[src/sv/efr_pkg.sv]
`timescale 1ns / 1ps
`default_nettype none
// ----------------------------------------------------------------------------
// Escaped frame receiver package
// Shared constants, codes and the command record passed from parser to drain.
// ----------------------------------------------------------------------------
package efr_pkg;

    // Frame store geometry.
    localparam int STORE_DEPTH = 64;
    localparam int ADDR_W      = (STORE_DEPTH > 1) ? $clog2(STORE_DEPTH) : 1;
    localparam int CNT_W       = $clog2(STORE_DEPTH + 1);

    // Configuration register.
    localparam int LIMIT_W     = 7;
    localparam int LIMIT_RESET = 64;

    // Command queue between the parser and the drain engine.
    localparam int QUEUE_DEPTH = 2;
    localparam int QPTR_W      = $clog2(QUEUE_DEPTH);
    localparam int QCNT_W      = $clog2(QUEUE_DEPTH + 1);

    // Link control characters.
    localparam logic [7:0] CH_SOH = 8'h01;
    localparam logic [7:0] CH_EOT = 8'h04;
    localparam logic [7:0] CH_ESC = 8'h18;

    // Result kinds.
    typedef enum logic [1:0] {
        KIND_PAYLOAD = 2'd0,
        KIND_EMPTY   = 2'd1,
        KIND_ERROR   = 2'd2
    } kind_t;

    // Error codes.
    typedef enum logic [1:0] {
        ERR_SOH      = 2'd0,
        ERR_OVERFLOW = 2'd1,
        ERR_ESC      = 2'd2
    } err_code_t;

    // Command operations.
    typedef enum logic [1:0] {
        CMD_STORE = 2'd0,
        CMD_ERROR = 2'd1,
        CMD_DRAIN = 2'd2
    } cmd_op_t;

    // One command: store data at address, report an error, or drain count bytes.
    typedef struct packed {
        cmd_op_t          op;
        logic [7:0]       data;
        logic [CNT_W-1:0] count;
        err_code_t        code;
    } cmd_t;

endpackage
`default_nettype wire

[src/sv/efr_front.sv]
`timescale 1ns / 1ps
`default_nettype none
// ----------------------------------------------------------------------------
// Escaped frame receiver parser
// Accepts received bytes, tracks the SOH/EOT/ESC mode and fill level, and
// turns each byte into at most one command for the drain engine.
// ----------------------------------------------------------------------------
module efr_front (
    input  wire logic                        clk,
    input  wire logic                        rst_n,
    input  wire logic                        in_valid,
    output logic                             in_stall,
    input  wire logic [7:0]                  rx_byte,
    input  wire logic                        cfg_wr,
    input  wire logic [efr_pkg::LIMIT_W-1:0] cfg_data,
    input  wire logic                        q_full,
    output logic                             q_push,
    output efr_pkg::cmd_t                    q_cmd
);
    import efr_pkg::*;

    typedef enum logic [2:0] {
        M_WAIT    = 3'b001,
        M_COLLECT = 3'b010,
        M_ESCAPED = 3'b100
    } mode_t;

    mode_t              mode_reg, mode_next;
    logic [CNT_W-1:0]   fill_reg, fill_next;
    logic [LIMIT_W-1:0] limit_reg;

    logic       accept;
    logic       is_ctrl;
    logic       full_store;
    logic [7:0] limit_ext;
    logic [7:0] depth_ext;
    logic [7:0] cap;

    assign in_stall = q_full;
    assign accept   = in_valid && !q_full;
    assign is_ctrl  = (rx_byte == CH_SOH) || (rx_byte == CH_EOT) || (rx_byte == CH_ESC);

    // Capacity is the programmed limit, clamped to the store depth.
    assign limit_ext  = 8'(limit_reg);
    assign depth_ext  = 8'(STORE_DEPTH);
    assign cap        = (limit_ext > depth_ext) ? depth_ext : limit_ext;
    assign full_store = 8'(fill_reg) >= cap;

    // Frame limit register.
    always_ff @(posedge clk or negedge rst_n) begin
        if (!rst_n)
        begin
            limit_reg <= LIMIT_W'(LIMIT_RESET);
        end
        else if (cfg_wr)
        begin
            limit_reg <= cfg_data;
        end
    end

    // Mode and fill level.
    always_ff @(posedge clk or negedge rst_n) begin
        if (!rst_n)
        begin
            mode_reg <= M_WAIT;
            fill_reg <= '0;
        end
        else
        begin
            mode_reg <= mode_next;
            fill_reg <= fill_next;
        end
    end

    // Byte classification and command generation.
    always_comb begin
        logic do_push;
        do_push    = 1'b0;
        mode_next  = mode_reg;
        fill_next  = fill_reg;
        q_push     = 1'b0;
        q_cmd.op    = CMD_STORE;
        q_cmd.data  = rx_byte;
        q_cmd.count = fill_reg;
        q_cmd.code  = ERR_SOH;

        if (accept)
        begin
            unique case (mode_reg)
                M_COLLECT:
                begin
                    if (rx_byte == CH_SOH)
                    begin
                        mode_next  = M_WAIT;
                        fill_next  = '0;
                        q_push     = 1'b1;
                        q_cmd.op   = CMD_ERROR;
                        q_cmd.code = ERR_SOH;
                    end
                    else if (rx_byte == CH_EOT)
                    begin
                        mode_next = M_WAIT;
                        fill_next = '0;
                        q_push    = 1'b1;
                        q_cmd.op  = CMD_DRAIN;
                    end
                    else if (rx_byte == CH_ESC)
                    begin
                        mode_next = M_ESCAPED;
                    end
                    else
                    begin
                        do_push = 1'b1;
                    end
                end
                M_ESCAPED:
                begin
                    if (is_ctrl)
                    begin
                        mode_next = M_COLLECT;
                        do_push   = 1'b1;
                    end
                    else
                    begin
                        fill_next  = '0;
                        q_push     = 1'b1;
                        q_cmd.op   = CMD_ERROR;
                        q_cmd.code = ERR_ESC;
                    end
                end
                default:
                begin
                    if (rx_byte == CH_SOH)
                    begin
                        mode_next = M_COLLECT;
                    end
                end
            endcase

            // Store push, or overflow when the store is at capacity.
            if (do_push)
            begin
                q_push = 1'b1;
                if (full_store)
                begin
                    fill_next  = '0;
                    q_cmd.op   = CMD_ERROR;
                    q_cmd.code = ERR_OVERFLOW;
                end
                else
                begin
                    fill_next = fill_reg + CNT_W'(1);
                    q_cmd.op  = CMD_STORE;
                end
            end
        end
    end

endmodule
`default_nettype wire

[src/sv/efr_cmd_queue.sv]
`timescale 1ns / 1ps
`default_nettype none
// ----------------------------------------------------------------------------
// Escaped frame receiver command queue
// Short FIFO of commands that decouples the parser from the drain engine.
// ----------------------------------------------------------------------------
module efr_cmd_queue (
    input  wire logic          clk,
    input  wire logic          rst_n,
    input  wire logic          push,
    input  wire efr_pkg::cmd_t push_cmd,
    output logic               full,
    input  wire logic          pop,
    output logic               not_empty,
    output efr_pkg::cmd_t      head
);
    import efr_pkg::*;

    cmd_t              slot_reg [QUEUE_DEPTH];
    logic [QPTR_W-1:0] wr_ptr_reg;
    logic [QPTR_W-1:0] rd_ptr_reg;
    logic [QCNT_W-1:0] count_reg;

    assign full      = count_reg == QCNT_W'(QUEUE_DEPTH);
    assign not_empty = count_reg != '0;
    assign head      = slot_reg[rd_ptr_reg];

    // Entry storage.
    always_ff @(posedge clk) begin
        if (push)
        begin
            slot_reg[wr_ptr_reg] <= push_cmd;
        end
    end

    // Pointers and occupancy.
    always_ff @(posedge clk or negedge rst_n) begin
        if (!rst_n)
        begin
            wr_ptr_reg <= '0;
            rd_ptr_reg <= '0;
            count_reg  <= '0;
        end
        else
        begin
            if (push)
            begin
                wr_ptr_reg <= wr_ptr_reg + QPTR_W'(1);
            end
            if (pop)
            begin
                rd_ptr_reg <= rd_ptr_reg + QPTR_W'(1);
            end
            if (push && !pop)
            begin
                count_reg <= count_reg + QCNT_W'(1);
            end
            else if (pop && !push)
            begin
                count_reg <= count_reg - QCNT_W'(1);
            end
        end
    end

endmodule
`default_nettype wire

[src/sv/efr_back.sv]
`timescale 1ns / 1ps
`default_nettype none
// ----------------------------------------------------------------------------
// Escaped frame receiver drain engine
// Executes commands: writes the frame store, reports errors with the running
// error total, and reads a completed frame out one byte per result.
// ----------------------------------------------------------------------------
module efr_back (
    input  wire logic          clk,
    input  wire logic          rst_n,
    input  wire logic          q_valid,
    input  wire efr_pkg::cmd_t q_head,
    output logic               q_pop,
    output logic               out_valid,
    input  wire logic          out_stall,
    output logic [1:0]         kind,
    output logic [7:0]         payload_byte,
    output logic               last,
    output logic [1:0]         fault_code,
    output logic [15:0]        error_total
);
    import efr_pkg::*;

    typedef enum logic [2:0] {
        B_IDLE = 3'b001,
        B_READ = 3'b010,
        B_EMIT = 3'b100
    } bstate_t;

    bstate_t          state_reg, state_next;
    logic [CNT_W-1:0] cnt_reg, cnt_next;
    logic [CNT_W-1:0] idx_reg, idx_next;
    logic [15:0]      tally_reg, tally_next;
    logic [7:0]       rd_data_reg;
    logic [7:0]       store_mem [STORE_DEPTH];

    logic        mem_we;
    logic        out_free;
    logic        load;
    kind_t       load_kind;
    logic [7:0]  load_byte;
    logic        load_last;
    err_code_t   load_code;

    logic        out_valid_reg;
    kind_t       kind_reg;
    logic [7:0]  payload_byte_reg;
    logic        last_reg;
    err_code_t   fault_code_reg;
    logic [15:0] error_total_reg;

    assign out_free = !out_valid_reg || !out_stall;

    // Frame store with registered read.
    always_ff @(posedge clk) begin
        if (mem_we)
        begin
            store_mem[q_head.count[ADDR_W-1:0]] <= q_head.data;
        end
        rd_data_reg <= store_mem[idx_reg[ADDR_W-1:0]];
    end

    // Command execution sequencer.
    always_comb begin
        state_next = state_reg;
        cnt_next   = cnt_reg;
        idx_next   = idx_reg;
        tally_next = tally_reg;
        q_pop      = 1'b0;
        mem_we     = 1'b0;
        load       = 1'b0;
        load_kind  = KIND_PAYLOAD;
        load_byte  = 8'h00;
        load_last  = 1'b1;
        load_code  = ERR_SOH;

        unique case (state_reg)
            B_IDLE:
            begin
                if (q_valid)
                begin
                    case (q_head.op)
                        CMD_STORE:
                        begin
                            mem_we = 1'b1;
                            q_pop  = 1'b1;
                        end
                        CMD_ERROR:
                        begin
                            if (out_free)
                            begin
                                q_pop      = 1'b1;
                                load       = 1'b1;
                                load_kind  = KIND_ERROR;
                                load_code  = q_head.code;
                                tally_next = tally_reg + 16'd1;
                            end
                        end
                        CMD_DRAIN:
                        begin
                            if (q_head.count == '0)
                            begin
                                if (out_free)
                                begin
                                    q_pop     = 1'b1;
                                    load      = 1'b1;
                                    load_kind = KIND_EMPTY;
                                end
                            end
                            else
                            begin
                                q_pop      = 1'b1;
                                cnt_next   = q_head.count;
                                idx_next   = '0;
                                state_next = B_READ;
                            end
                        end
                        default:
                        begin
                            q_pop = 1'b1;
                        end
                    endcase
                end
            end
            B_READ:
            begin
                state_next = B_EMIT;
            end
            B_EMIT:
            begin
                if (out_free)
                begin
                    load      = 1'b1;
                    load_kind = KIND_PAYLOAD;
                    load_byte = rd_data_reg;
                    load_last = (idx_reg + CNT_W'(1)) == cnt_reg;
                    if (load_last)
                    begin
                        state_next = B_IDLE;
                    end
                    else
                    begin
                        idx_next   = idx_reg + CNT_W'(1);
                        state_next = B_READ;
                    end
                end
            end
            default:
            begin
                state_next = B_IDLE;
            end
        endcase
    end

    // Control registers.
    always_ff @(posedge clk or negedge rst_n) begin
        if (!rst_n)
        begin
            state_reg     <= B_IDLE;
            cnt_reg       <= '0;
            idx_reg       <= '0;
            tally_reg     <= '0;
            out_valid_reg <= 1'b0;
        end
        else
        begin
            state_reg <= state_next;
            cnt_reg   <= cnt_next;
            idx_reg   <= idx_next;
            tally_reg <= tally_next;
            if (load)
            begin
                out_valid_reg <= 1'b1;
            end
            else if (!out_stall)
            begin
                out_valid_reg <= 1'b0;
            end
        end
    end

    // Result payload register.
    always_ff @(posedge clk) begin
        if (load)
        begin
            kind_reg         <= load_kind;
            payload_byte_reg <= load_byte;
            last_reg         <= load_last;
            fault_code_reg   <= load_code;
            error_total_reg  <= tally_next;
        end
    end

    assign out_valid    = out_valid_reg;
    assign kind         = kind_reg;
    assign payload_byte = payload_byte_reg;
    assign last         = last_reg;
    assign fault_code   = fault_code_reg;
    assign error_total  = error_total_reg;

endmodule
`default_nettype wire

[src/sv/escaped_frame_receiver.sv]
`timescale 1ns / 1ps
`default_nettype none
// ----------------------------------------------------------------------------
// Escaped frame receiver
// Deframes a byte-stuffed SOH/EOT/ESC link into payload, empty-frame and
// error results.
// ----------------------------------------------------------------------------
//  Channel  Handshake              Data
//  in       in_valid / in_stall    rx_byte
//  cfg      cfg_valid / cfg_ready  frame_limit
//  out      out_valid / out_stall  kind, payload_byte, last, fault_code,
//                                  error_total
//
// The parser takes one byte per cycle while the two-entry command queue has
// room. The drain engine stores a byte or reports an error for each command, and
// reads a frame out through the store's registered read port, passing through
// a read state and an emit state for each payload byte.
// Reset is asynchronous; the frame store needs no clearing pass.
// A stalled output holds its result; a full queue stalls the input.
// ----------------------------------------------------------------------------
module escaped_frame_receiver (
    input  wire logic                        clk,
    input  wire logic                        rst_n,
    input  wire logic                        in_valid,
    output logic                             in_stall,
    input  wire logic [7:0]                  rx_byte,
    input  wire logic                        cfg_valid,
    output logic                             cfg_ready,
    input  wire logic [efr_pkg::LIMIT_W-1:0] frame_limit,
    output logic                             out_valid,
    input  wire logic                        out_stall,
    output logic [1:0]                       kind,
    output logic [7:0]                       payload_byte,
    output logic                             last,
    output logic [1:0]                       fault_code,
    output logic [15:0]                      error_total
);
    import efr_pkg::*;

    logic q_push;
    logic q_full;
    logic q_pop;
    logic q_valid;
    cmd_t q_cmd;
    cmd_t q_head;

    // The limit register accepts a transfer at any time.
    assign cfg_ready = 1'b1;

    efr_front u_front (
        .clk      (clk),
        .rst_n    (rst_n),
        .in_valid (in_valid),
        .in_stall (in_stall),
        .rx_byte  (rx_byte),
        .cfg_wr   (cfg_valid),
        .cfg_data (frame_limit),
        .q_full   (q_full),
        .q_push   (q_push),
        .q_cmd    (q_cmd)
    );

    efr_cmd_queue u_queue (
        .clk       (clk),
        .rst_n     (rst_n),
        .push      (q_push),
        .push_cmd  (q_cmd),
        .full      (q_full),
        .pop       (q_pop),
        .not_empty (q_valid),
        .head      (q_head)
    );

    efr_back u_back (
        .clk          (clk),
        .rst_n        (rst_n),
        .q_valid      (q_valid),
        .q_head       (q_head),
        .q_pop        (q_pop),
        .out_valid    (out_valid),
        .out_stall    (out_stall),
        .kind         (kind),
        .payload_byte (payload_byte),
        .last         (last),
        .fault_code   (fault_code),
        .error_total  (error_total)
    );

endmodule
`default_nettype wire

[config.mk]
export PLATFORM = sky130hd
export DESIGN_NAME = escaped_frame_receiver
export DESIGN_NICKNAME = d
export VERILOG_FILES = /design/src/sv/efr_pkg.sv /design/src/sv/efr_front.sv /design/src/sv/efr_cmd_queue.sv /design/src/sv/efr_back.sv /design/src/sv/escaped_frame_receiver.sv
export SDC_FILE = /design/constraint.sdc
export NUM_CORES = 1
export LEC_CHECK = 0
export ABC_AREA = 1
export BUFFER_PORTS_ARGS = -buffer_cell sky130_fd_sc_hd__buf_2
export CAP_MARGIN = 30
export CORE_MARGIN = 3
export CORE_UTILIZATION = 40
export CTS_BUF_LIST = sky130_fd_sc_hd__clkbuf_8
export DETAILED_ROUTE_END_ITERATION = 8
export PLACE_DENSITY_LB_ADDON = 0.12
export SLEW_MARGIN = 20
export SYNTH_ARGS = -nofsm -noshare
export SYNTH_HDL_FRONTEND = slang
export SYNTH_HIERARCHICAL = 1
export SYNTH_SLANG_ARGS = --single-unit
[constraint.sdc]
create_clock -name clk -period 6.93 [get_ports clk]
set_input_delay 0 -clock clk [delete_from_list [all_inputs] [get_ports clk]]
set_output_delay 0 -clock clk [all_outputs]
set_load 0.02 [all_outputs]
After elaboration in Yosys (flattened, before gate mapping)
Memories as Yosys holds them, arrays and structs flattened. A register that Yosys moved wholly into a read port is not among the register bits. Index checks and enable logic that the tools add are counted.

Add/subtract/negate cells: 7. Multiply operators: 0. Div/mod/pow operators: 0. Order comparisons: 2. Equal/unequal tests: 22. Shift-type cells: 0. Multiplexer cells: 77. Bitwise gates (word level): 1. Reductions and logical operators: 26.

Operator list (count): 2-to-1 mux 7 bit (11); 2-to-1 mux 16 bit (4); 2-to-1 mux 1 bit (28); 2-to-1 mux 2 bit (14); one-hot mux 7 bit (2 select lines) (2); 2-to-1 mux 3 bit (9); AND reduction 4 bit (5); adder 16 x 1 -> 16 bit, second input constant (1); adder 7 x 1 -> 7 bit, second input constant (2); one-hot mux 1 bit (2 select lines) (5); one-hot mux 3 bit (3 select lines) (1); == test 8 x 1 -> 1 bit, second input constant (1); == test 8 x 3 -> 1 bit, second input constant (1); == test 8 x 5 -> 1 bit, second input constant (1); greater-or-equal comparator 7 x 8 -> 1 bit (1); != test 2 bit, second input constant (4); != test 4 x 1 -> 1 bit, second input constant (2); one-hot mux 2 bit (2 select lines) (2); == test 7 bit (1); greater-than comparator 7 bit, second input constant (1); logical NOT 7 bit (1); == test 3 x 2 -> 1 bit, second input constant (2); == test 3 bit, second input constant (2); != test 2 x 1 -> 1 bit, second input constant (3); 17 further kinds (31).

Register bits: 84. Latch bits: 0. Bits in writable memories: 550. Bits in read-only memories: 0. Bits of input ports: 20. Output and inout bits: 32. Word-level logic and storage cells: 153. Memories kept: 2.

Memories: u_back.store_mem (depth 64, bits a word 8, rd ports 1, clocked after memory_dff 1, wr ports 1, line efr_back.sv:35) `logic [7:0] store_mem [STORE_DEPTH];`; u_queue.slot_reg (depth 2, bits a word 19, rd ports 1, clocked after memory_dff 0, wr ports 1, line efr_cmd_queue.sv:19) `cmd_t slot_reg [QUEUE_DEPTH];`.

Longest topological paths before layout
Depth in word-level cells: 12. Gate-level depth with buffers: 15. Gate-level depth less buffers: 14.

Cells and area by module
Netlist, hierarchy kept.

By module, submodules not included: efr_back (times used 1, cells an instance 2104, area an instance 23945.5 sq um, sequential area each 17257.8 sq um); efr_cmd_queue (times used 1, cells an instance 84, area an instance 1655.3 sq um, sequential area each 1241.2 sq um); efr_front (times used 1, cells an instance 180, area an instance 1343.8 sq um, sequential area each 427.9 sq um); escaped_frame_receiver (times used 1, cells an instance 2, area an instance 11.3 sq um, sequential area each 0.0 sq um).

Least setup slack after synthesis
Ideal clock, no wire load.

Kind: register to register. Start: reg u_queue.rd_ptr_reg. End: reg u_back.error_total_reg[0], in the netlist u_back/error_total[0], enable pin. Library setup time: 0.391 ns. Arrival: 2.277 ns. Data required time: 6.539 ns. Path slack: 4.262 ns. Stages on the path, launching flop included: 8. Buffers on the path: 1. Period minus slack after synthesis: 2.668 ns. Cell sequence: dfrtp_1 -> buf_6 -> mux2_4 -> nor2_1 -> nand2_2 -> nor3_1 -> nand4_1 -> nand3_1.

RTL lines: start: declaration (line efr_cmd_queue.sv:21) `logic [QPTR_W-1:0] rd_ptr_reg;`; start signal: assignment (line efr_cmd_queue.sv:52) `rd_ptr_reg <= rd_ptr_reg + QPTR_W'(1);`; end signal: assignment (line efr_back.sv:190) `error_total_reg <= tally_next;`; end: declaration (line efr_back.sv:50) `logic [15:0] error_total_reg;`.

==> impl_metrics.ini <==
[clock_tree]
cts.clk_slew.worst_paths_ps = 60
cts_root_buffer = clkbuf_8
postCtsSetupBuffers = 0
cts_buffers = 108
htreeDepth = 3
clock-sinks = 642
clock_path_buffers = 3
cts-resized-gates = 0
cts_tree = done
clock_latency_ps = 700

[synthesis]
synth_cells = 2370
ys_seq_area_frac = 0.702
synth_edf_count = 579
async_flop_share = 0.0857
ys.flop_type = edfxtp_1
synth.distinct_cells = 46
netlist_area_mm2 = 0.0270
synth_seq_cells = 642
avgSynthCellArea_um2 = 11.4
synth_nets = 2404
ys_warn_count = 6

[timing]
slew_headroom = 0.337
final-setup-viol-count = 0
hold_viol = 0
clock_skew_ps = 33.2
fin_crit_sh = 0.512
fin_crit_ps = 3540
max_freq_ghz = 0.282
tightest_slew_ps = 995
rsz0062_at_grt = no
tns_ps = 0
slew_viol_final = 0

[critical_path]
worst-setup-path-type = flop to flop
cp_max_fo = 20
worstPathRequired_ps = 7250
cp.arrival_ps = 3860
end_kind = flop
crit_path_start_kind = flop

[worst_hold_path]
hp-class = input pin to flop

[global_routing]
antenna_found_initial = 2
grt_pass1_vias = 17400
grt_max_degree = 155
use_met2 = 0.307
grt_pass1_wl_um = 106000
groute.usage.overall = 0.196
met1_usage = 0.277
grt_use_met3 = 0.0329
top_usage_layer = met2
overflow = 0

[cells_and_area]
multiInputGateArea_mm2 = 0.00687
largest_register_ff_count = 512
fin_nets = 2496
layoutNonFillerInstCount = 3408
layout_common_cells = 579 x edfxtp_1, 416 x nor2_1, 414 x nand2_1
syn_to_final_growth_pct = 11.8
nFillCells = 6136
ff_latch_area_mm2 = 0.0189
drive_above_1_share = 0.101
layout_commonest_cell = edfxtp_1

[drt]
drc = 0
drt_iter0_markers = 1388
routed_via_density = 5.17
wl_per_cell_um = 20.2
drt_wl_total_um = 68800
postRouteAntennaNets = 0
num_vias = 17600
drt_first_pass_iters = 5

[placed_design]
io_buffers = 50
dp.cells = 3177
gp_congestion = 0.794
dp.final_hpwl_um = 39400

[die]
die_y_um = 266
io_pins = 52
initial_core_util = 0.407
dieArea_mm2 = 0.0705
core_mm2 = 0.0662
fp.dieW_um = 266
fp-row-count = 94

[flow_run]
cap_violations = 0

[power_and_ir_drop]
powerDensity_mw_per_mm2 = 349
total_leakage_power_uw = 0.0113
vdd_drop_max_v = 0.000280

[outcome]
outcome = finished, final reports clean
power breakdown:
group | total [µW] | switching [µW] | internal [µW]
sequential | 4920 | 124 | 4800
clock | 3060 | 1470 | 1580
combinational | 2520 | 1900 | 624
total | 10500 | 3490 | 7010
metrics by stage:
| stage | cell area, µm² | hold slack (ps) | utilization | total power (µW) | worst slack (ps) |
|---|---|---|---|---|---|
| final | 30100 | 65.0 | 0.455 | 10500 | 3390 |
| after global routing | 30100 | 65.4 | 0.455 | 11100 | 3260 |
| after CTS | 30100 | 1.26 | 0.455 | 10600 | 3420 |
| after detailed placement | 27800 | 210 | 0.420 | 7530 | 3470 |
| after global placement | 27800 | 198 | 0.420 | 7490 | 3430 |
| after floorplan | 27000 | -296 | - | 6660 | 4260 |
per-layer routing:
layer / up-vias / share of wire
li1: 8358 / -
met1: 8640 / 0.45
met2: 506 / 0.46
met3: 108 / 0.060
met4: 0 / 0.027
met5: - / 0
critical path: stages (launching register included):
cell     delay, ps
dfrtp_1        320
buf_4          340
mux2_4         350
inv_1           80
ha_1           140
nand2_1         70
nor2_1         210
nand3_1        670
nor2_1         980
cell families after synthesis:
kind of cell,after synthesis,synth area share
AND/OR/NAND/NOR,1040,0.159
flip-flops,642,0.702
AO/OA/AOI/OAI,367,0.0700
buffers and inverters,261,0.0433
XOR/XNOR,23,0.00747
multiplexers,22,0.0118
adder cells (fa/ha/maj),14,0.00650
other,1,0.000139
Yosys cell counts, types with 14 or more instances:
master / number / area share
mux2_4: 19 / 0.011
o21ai_1: 125 / 0.023
nand2_1: 414 / 0.058
clkbuf_1: 36 / 0.0050
o21ai_0: 182 / 0.034
dfrtp_1: 52 / 0.048
buf_2: 35 / 0.0065
buf_1: 22 / 0.0031
buf_4: 19 / 0.0053
ha_1: 14 / 0.0065
inv_1: 129 / 0.018
nor2_1: 416 / 0.058
xor2_1: 14 / 0.0045
edfxtp_1: 579 / 0.65
nor3_1: 85 / 0.016
a21oi_1: 46 / 0.0085
nand3_1: 88 / 0.016
path summary, 6_finish.rpt:
kind / start / end / slack (ps) / cells after the start
hold reg to reg: u_back/tally_reg[12] / u_back/tally_reg[12] / 500 / 1
max in group asynchronous: rst_n / u_back/idx_reg[0] / 5800 / 4
setup / recovery: u_queue/rd_ptr_reg / u_back/store_mem[39][7] / 3390 / 8
min in group asynchronous: rst_n / u_back/tally_reg[3] / 550 / 4
setup reg to reg: u_queue/rd_ptr_reg / u_back/store_mem[39][7] / 3390 / 8
hold / removal: rx_byte[0] / u_queue/slot_reg[1][9] / 60 / 2
area by class of cell:
cell class,instances,share of cell area
Sequential cell,642,0.628
Multi-Input combinational cell,1467,0.228
Clock buffer,114,0.0521
Tap cell,864,0.0359
Timing Repair Buffer,105,0.0256
Inverter,138,0.0175
Clock inverter,77,0.0124
Antenna cell,1,0.0000831
repair_timing:
action | 4_1_cts | 5_1_grt
hold buffers | 38 | 0
hold endpoints to repair | 107 | 0
endpoints found under the setup margin | 0 | 0
No activity file was read; power rests on OpenSTA's default activity.
